<file path="config.mk">
export PLATFORM = sky130hd
export DESIGN_NAME = counting_sort_engine
export DESIGN_NICKNAME = d
export VERILOG_FILES = /design/src/rtl/cse_pkg.sv /design/src/rtl/cse_core.sv /design/src/rtl/cse_out_stage.sv /design/src/rtl/counting_sort_engine.sv
export SDC_FILE = /design/constraint.sdc
export NUM_CORES = 2
export LEC_CHECK = 0
export BUFFER_PORTS_ARGS = -buffer_cell sky130_fd_sc_hd__buf_2
export CORE_ASPECT_RATIO = 1.1
export CORE_UTILIZATION = 50
export DETAILED_ROUTE_END_ITERATION = 16
export GPL_ROUTABILITY_DRIVEN = 0
export HOLD_SLACK_MARGIN = 0.02
export PLACE_DENSITY = 0.65
export SETUP_SLACK_MARGIN = 0.5
export SLEW_MARGIN = 25
export SYNTH_ARGS = -nofsm -noshare
export SYNTH_HDL_FRONTEND = slang
export SYNTH_SLANG_ARGS = --single-unit
</file>
<file path="constraint.sdc">
create_clock -name clk -period 12 [get_ports clk]
set_clock_uncertainty 0.15 [all_clocks]
set_input_delay 2.4 -clock clk [delete_from_list [all_inputs] [get_ports clk]]
set_output_delay 2.4 -clock clk [all_outputs]
set_load 0.005 [all_outputs]
</file>
<file path="src/rtl/cse_pkg.sv">
// Shared constants, types and state encoding of the counting sort engine.
package cse_pkg;

	localparam int KEY_BITS = 8;
	localparam int MAX_ITEMS = 64;
	localparam int FIELD_BITS = 8;
	localparam int NUM_BUCKETS = 1 << KEY_BITS;
	localparam int COUNT_BITS = $clog2(MAX_ITEMS + 1);

	typedef logic [KEY_BITS-1:0] bucket_idx_t;
	typedef logic [COUNT_BITS-1:0] count_t;

	typedef enum logic [2:0] {
		ST_CLEAR,
		ST_IDLE,
		ST_UPDATE,
		ST_SCAN_RD,
		ST_SCAN_LOAD,
		ST_SCAN_EMIT
	} cse_state_t;

	typedef struct packed {
		logic [FIELD_BITS-1:0] key;
		logic                  end_run;
		logic                  ovf;
	} cse_result_t;

endpackage

</file>
<file path="src/rtl/cse_core.sv">
// Histogram memory with its read-modify-write and bucket scan sequencer.
module cse_core (
	input  logic                clk,
	input  logic                arst_n,
	input  logic                in_valid,
	input  logic [7:0]          in_key,
	input  logic                in_last,
	output logic                in_ready,
	output logic                load_valid,
	output cse_pkg::cse_result_t load_data,
	input  logic                load_ready
);

	logic [cse_pkg::COUNT_BITS-1:0] mem [cse_pkg::NUM_BUCKETS];

	cse_pkg::cse_state_t  state_q, state_nxt;
	cse_pkg::bucket_idx_t bucket_q;
	cse_pkg::bucket_idx_t key_q;
	cse_pkg::bucket_idx_t largest_q;
	cse_pkg::count_t      items_q;
	cse_pkg::count_t      emitted_q;
	cse_pkg::count_t      rem_q;
	cse_pkg::count_t      rdata_q;
	logic                 last_q;
	logic                 drop_q;

	cse_pkg::bucket_idx_t in_bucket;
	cse_pkg::bucket_idx_t rd_addr;
	cse_pkg::bucket_idx_t wr_addr;
	cse_pkg::count_t      wr_data;
	logic                 wr_en;
	logic                 accept;
	logic                 room;
	logic                 scan_end;

	assign in_bucket = in_key[cse_pkg::KEY_BITS-1:0];
	assign accept    = in_valid && in_ready;
	assign room      = items_q != cse_pkg::count_t'(cse_pkg::MAX_ITEMS);
	assign scan_end  = bucket_q == largest_q;

	// Memory: one write port, one registered read port.
	always_ff @(posedge clk) begin
		if (wr_en) begin
			mem[wr_addr] <= wr_data;
		end
		rdata_q <= mem[rd_addr];
	end

	always_comb begin
		state_nxt = state_q;
		unique case (state_q)
			cse_pkg::ST_CLEAR: begin
				if (bucket_q == cse_pkg::bucket_idx_t'(cse_pkg::NUM_BUCKETS - 1)) begin
					state_nxt = cse_pkg::ST_IDLE;
				end
			end
			cse_pkg::ST_IDLE: begin
				if (accept) begin
					if (room) begin
						state_nxt = cse_pkg::ST_UPDATE;
					end else if (in_last) begin
						state_nxt = cse_pkg::ST_SCAN_RD;
					end
				end
			end
			cse_pkg::ST_UPDATE: begin
				state_nxt = last_q ? cse_pkg::ST_SCAN_RD : cse_pkg::ST_IDLE;
			end
			cse_pkg::ST_SCAN_RD: begin
				state_nxt = cse_pkg::ST_SCAN_LOAD;
			end
			cse_pkg::ST_SCAN_LOAD: begin
				if (rdata_q != '0) begin
					state_nxt = cse_pkg::ST_SCAN_EMIT;
				end else begin
					state_nxt = scan_end ? cse_pkg::ST_IDLE : cse_pkg::ST_SCAN_RD;
				end
			end
			cse_pkg::ST_SCAN_EMIT: begin
				if (load_ready && rem_q == cse_pkg::count_t'(1)) begin
					state_nxt = scan_end ? cse_pkg::ST_IDLE : cse_pkg::ST_SCAN_RD;
				end
			end
			default: state_nxt = cse_pkg::ST_CLEAR;
		endcase
	end

	always_comb begin
		in_ready   = 1'b0;
		load_valid = 1'b0;
		wr_en      = 1'b0;
		wr_addr    = bucket_q;
		wr_data    = '0;
		rd_addr    = bucket_q;
		unique case (state_q)
			cse_pkg::ST_CLEAR: begin
				wr_en = 1'b1;
			end
			cse_pkg::ST_IDLE: begin
				in_ready = 1'b1;
				rd_addr  = in_bucket;
			end
			cse_pkg::ST_UPDATE: begin
				wr_en   = 1'b1;
				wr_addr = key_q;
				wr_data = rdata_q + cse_pkg::count_t'(1);
			end
			cse_pkg::ST_SCAN_RD: begin
			end
			cse_pkg::ST_SCAN_LOAD: begin
				// The scan empties each bucket it visits, leaving the histogram clear.
				wr_en = 1'b1;
			end
			cse_pkg::ST_SCAN_EMIT: begin
				load_valid = 1'b1;
			end
			default: begin
			end
		endcase
	end

	assign load_data.key     = cse_pkg::FIELD_BITS'(bucket_q);
	assign load_data.end_run = (emitted_q + cse_pkg::count_t'(1)) == items_q;
	assign load_data.ovf     = drop_q;

	always_ff @(posedge clk or negedge arst_n) begin
		if (!arst_n) begin
			state_q   <= cse_pkg::ST_CLEAR;
			bucket_q  <= '0;
			largest_q <= '0;
			items_q   <= '0;
			emitted_q <= '0;
			drop_q    <= 1'b0;
			last_q    <= 1'b0;
		end else begin
			state_q <= state_nxt;
			// The run ends once its last bucket has been emitted.
			if ((state_q == cse_pkg::ST_SCAN_LOAD || state_q == cse_pkg::ST_SCAN_EMIT)
					&& state_nxt == cse_pkg::ST_IDLE) begin
				bucket_q  <= '0;
				largest_q <= '0;
				items_q   <= '0;
				emitted_q <= '0;
				drop_q    <= 1'b0;
			end else begin
				unique case (state_q)
					cse_pkg::ST_CLEAR: begin
						bucket_q <= bucket_q + cse_pkg::bucket_idx_t'(1);
					end
					cse_pkg::ST_IDLE: begin
						if (accept) begin
							last_q   <= in_last;
							bucket_q <= '0;
							if (room) begin
								if (items_q == '0 || in_bucket > largest_q) begin
									largest_q <= in_bucket;
								end
								items_q <= items_q + cse_pkg::count_t'(1);
							end else begin
								drop_q <= 1'b1;
							end
						end
					end
					cse_pkg::ST_SCAN_LOAD: begin
						if (rdata_q == '0) begin
							bucket_q <= bucket_q + cse_pkg::bucket_idx_t'(1);
						end
					end
					cse_pkg::ST_SCAN_EMIT: begin
						if (load_ready) begin
							emitted_q <= emitted_q + cse_pkg::count_t'(1);
							if (rem_q == cse_pkg::count_t'(1)) begin
								bucket_q <= bucket_q + cse_pkg::bucket_idx_t'(1);
							end
						end
					end
					default: begin
					end
				endcase
			end
		end
	end

	always_ff @(posedge clk) begin
		if (accept) begin
			key_q <= in_bucket;
		end
		if (state_q == cse_pkg::ST_SCAN_LOAD) begin
			rem_q <= rdata_q;
		end else if (state_q == cse_pkg::ST_SCAN_EMIT && load_ready) begin
			rem_q <= rem_q - cse_pkg::count_t'(1);
		end
	end

endmodule

</file>
<file path="src/rtl/cse_out_stage.sv">
// Output register that holds a sorted key until the receiver takes it.
module cse_out_stage (
	input  logic                 clk,
	input  logic                 arst_n,
	input  logic                 load_valid,
	input  cse_pkg::cse_result_t load_data,
	output logic                 load_ready,
	output logic                 out_valid,
	input  logic                 out_ready,
	output cse_pkg::cse_result_t out_data
);

	logic                 valid_q;
	cse_pkg::cse_result_t data_q;

	assign load_ready = !valid_q || out_ready;
	assign out_valid  = valid_q;
	assign out_data   = data_q;

	always_ff @(posedge clk or negedge arst_n) begin
		if (!arst_n) begin
			valid_q <= 1'b0;
		end else if (load_ready) begin
			valid_q <= load_valid;
		end
	end

	always_ff @(posedge clk) begin
		if (load_ready && load_valid) begin
			data_q <= load_data;
		end
	end

endmodule

</file>
<file path="src/rtl/counting_sort_engine.sv">
// Counting sort engine: top level joining the histogram core and output register.
//
// Keys enter on the in channel (in_valid/in_ready, fields in_key and in_last).
// Each counted key is first read from its bucket in the histogram memory, then
// its incremented count is written back; in_ready is low during the write back.
// A run holds at most 64 keys; later keys are taken but dropped without a write
// back, and every result of that run shows overflowed. The key with in_last set ends the run.
// After the last key the block scans buckets 0 up to the largest key seen,
// reading each bucket and then sending its sorted keys one per cycle unless
// the receiver stalls.
// Results leave on the out channel (out_valid/out_ready, fields sorted_key,
// end_of_run, overflowed) through an output register; a stalled receiver holds
// the scan on its current bucket, and no transaction is lost.
// The scan zeroes each bucket it visits, so the next run starts on a clean
// histogram. In_ready stays low during the scan.
// After reset, a clearing pass writes all 256 buckets to zero, during which
// in_ready is low.
module counting_sort_engine (
	input  logic       clk,
	input  logic       arst_n,
	input  logic       in_valid,
	output logic       in_ready,
	input  logic [7:0] in_key,
	input  logic       in_last,
	output logic       out_valid,
	input  logic       out_ready,
	output logic [7:0] sorted_key,
	output logic       end_of_run,
	output logic       overflowed
);

	logic                 load_valid;
	logic                 load_ready;
	cse_pkg::cse_result_t load_data;
	cse_pkg::cse_result_t out_data;

	cse_core u_core (
		.clk        (clk),
		.arst_n     (arst_n),
		.in_valid   (in_valid),
		.in_key     (in_key),
		.in_last    (in_last),
		.in_ready   (in_ready),
		.load_valid (load_valid),
		.load_data  (load_data),
		.load_ready (load_ready)
	);

	cse_out_stage u_out (
		.clk        (clk),
		.arst_n     (arst_n),
		.load_valid (load_valid),
		.load_data  (load_data),
		.load_ready (load_ready),
		.out_valid  (out_valid),
		.out_ready  (out_ready),
		.out_data   (out_data)
	);

	assign sorted_key = out_data.key;
	assign end_of_run = out_data.end_run;
	assign overflowed = out_data.ovf;

endmodule

</file>
==> flow_summary.json <==
{
  "cp-end-kind": "register",
  "outcome": "completed",
  "fmax_mhz": 136.9,
  "max_slew.worst_pin.slew_ps": 1173,
  "cp_slowest_cell": "o41ai_1",
  "yosysSeqAreaShare_pct": 73.58,
  "synth.distinct_cells": 60,
  "io_buffer_count": 24,
  "setup_tns_ps": 0,
  "drt-total-wl_um": 206200,
  "cp_data_arrival_time_ps": 7800,
  "die_x_um": 372.7,
  "holdCritPathClass": "reg -> reg",
  "ys_seq_elements": 1860,
  "yosys.area.top_type": "edfxtp_1",
  "clkTransAtPathRegs_ps": 60,
  "cts_tree": "built",
  "critPathMaxFanout": 116,
  "grt_pass1_wl_um": 298400,
  "period_needed_ps": 7307,
  "cts_setup_buffers": 0,
  "ys_top_cells_by_count": "edfxtp_1 (1,817), nand2_1 (890), nor2_1 (336)",
  "crit_chain": "or3b_4 -> inv_2 -> buf_4 -> mux2i_4 -> buf_8 -> buf_12 -> buf_12 -> nand3_1 -> a32oi_1 -> nand4_1 -> o41ai_1 -> o2111ai_1",
  "p_per_area_nw_per_um2": 235.7,
  "startpoint_type": "register",
  "crit_required_ps": 12490,
  "yosysWarnings": 0,
  "finalMaxSlewViolations": 0,
  "syn2layout_area_growth_pct": 10.48,
  "nNetsFinal": 5121,
  "max-cap-violations": 0,
  "synth_nets": 5157,
  "cts_buffers": 185,
  "hold_ws_ps": 304.9,
  "p_total_uw": 19680,
  "grt_pass1_vias": 43530,
  "clk_latency_ps": 830,
  "final_antenna_net_count": 0,
  "relSlewSlack_pct": 20.95,
  "synthArstFlopShare_pct": 1.935,
  "initial_core_util_pct": 50.41,
  "viasPerCell": 6.244,
  "root_buffer": "clkbuf_16",
  "grt_max_degree": 257,
  "setup_violations": 0,
  "holdBufCountCts": 0,
  "cts_sinks": 1860,
  "yosysMostFrequentCell": "edfxtp_1",
  "regToRegSetupSlack_ps": 4690,
  "finalHoldViolCount": 0,
  "ir_drop_uv": 274.0,
  "crit_top_cell": "buf_12",
  "drt_iter0_markers": 5845,
  "fp.coreArea_um2": 149900,
  "io_pins": 25,
  "die_h_um": 409.7,
  "dr.pass1.iters": 6,
  "synth_top_area_share_pct": 72.21,
  "synth_area_leaders": "edfxtp_1 (72%), nand2_1 (4.4%), mux2i_1 (4.1%)",
  "final_layout_size_suffix_gt1_share_pct": 10.55,
  "hpwl_um": 124200,
  "leakagePower_uw": 0.02771,
  "drc": 0,
  "rows": 149,
  "cts_buffer_depth": 3,
  "grt_usage_pct": 26.77,
  "syn-instance-count": 5128,
  "finalCritPeriodShare_pct": 60.89,
  "cts_resized": 0,
  "route.vias.total": 44980,
  "path_class": "reg -> reg",
  "rsz0062_at_grt": "no",
  "cp_slowest_stage_delay_ps": 1060,
  "netlist_area_um2": 75560,
  "synth.avg_cell_area_um2": 14.74,
  "synth_ff_type": "edfxtp_1",
  "antenna_found_initial": 3,
  "die-area_um2": 152700,
  "htreeDepth": 4,
  "fill_cells": 11810,
  "synth_edf_count": 1817,
  "gr-total-overflow": 0,
  "wl_per_cell_um": 28.63,
  "antenna_cells": 0
}
## through the flow
stage	std cells	cell area (µm²)	util, %	setup slack, ps
2_1_floorplan	5128	75560	-	3541
3_3_place_gp	6862	77630	51.79	4003
3_5_place_dp	6863	77660	51.81	3934
4_1_cts	7199	83340	55.60	4603
5_1_grt	7204	83490	55.70	4662
6_report	7204	83490	55.70	4693
## routing by layer
metal / global-route usage [%] / up-vias / wire (µm)
li1: - / 19520 / -
met1: 35.16 / 22710 / 79650
met2: 42.44 / 2291 / 97070
met3: 4.706 / 462 / 16840
met4: 15.02 / 0 / 12660
met5: 0 / - / 0
## cell families (layout without fill, tap and decap cells)
group	Yosys count	after routing	synth area share, %
fa+ha+maj	16	16	0.2649
flops	1860	1860	73.58
mux	477	477	8.238
compound gates	663	663	5.731
xor+xnor	44	44	0.5100
simple gates	1725	1725	9.778
buf+inv	343	456	1.894
## path summary, 6_finish.rpt
path                                                   to  cells past startpoint                         from
min                           u_out.out_data[0]$_DFFE_PP_                      0    u_core.drop_q$_DFFE_PN0P_
max reg2reg                     u_core.rdata_q[4]$_DFF_P_                     12  u_core.state_q[1]$_DFF_PN0_
max                             u_core.rdata_q[4]$_DFF_P_                     12  u_core.state_q[1]$_DFF_PN0_
max in group asynchronous  u_core.bucket_q[1]$_DFFE_PN0P_                      1                       arst_n
min reg2reg                   u_out.out_data[0]$_DFFE_PP_                      0    u_core.drop_q$_DFFE_PN0P_
min in group asynchronous  u_core.bucket_q[3]$_DFFE_PN0P_                      1                       arst_n
## critical path, delay by kind of cell (launching register included)
| kind | cells | cell delay [ps] |
|---|---|---|
| AOI/OAI and AO/OA | 3 | 1620 |
| buffers and inverters | 5 | 2350 |
| DFF | 1 | 680 |
| muxes | 1 | 650 |
| and+or+nand+nor | 3 | 1380 |
## power breakdown
part | total (µW) | switching (µW) | leakage [µW] | internal, µW
logic | 6550 | 4610 | 0.00727 | 1950
registers | 7620 | 148 | 0.0176 | 7480
clock network | 5500 | 2400 | 0.00279 | 3100
total | 19700 | 7160 | 0.0277 | 12500
## placed cells by master, fill, tap and decap left out, drive strengths merged, types with 81 or more instances in the layout
cell type | netlist | layout
nand2 | 890 | 890
a221oi | 81 | 81
a21oi | 295 | 295
nand3 | 286 | 286
mux2i | 311 | 311
clkbuf | 175 | 252
nor2 | 336 | 336
edfxtp | 1817 | 1817
mux4 | 110 | 110
buf | 146 | 98
## layout make-up
cell class	count	area [µm²]	share of cell area, %
multi-input cells	2925	18760	22.47
repair buffers	98	898.4	1.076
inverters	22	82.58	0.09891
clock buffers	252	5070	6.073
clock inverters	84	610.6	0.7314
flip-flops and latches	1860	55610	66.61
well taps	1963	2456	2.942
## flip-flops by register name, summed over array words and instances, names as in the netlist, 3 cells and up
name / count
u_core.key_q: 8
u_core.state_q: 3
u_core.items_q: 7
u_core.mem: 1792
u_out.out_data: 10
u_core.rdata_q: 7
u_core.rem_q: 7
u_core.bucket_q: 8
u_core.largest_q: 8
u_core.emitted_q: 7
(Power assumes the default switching activity.)
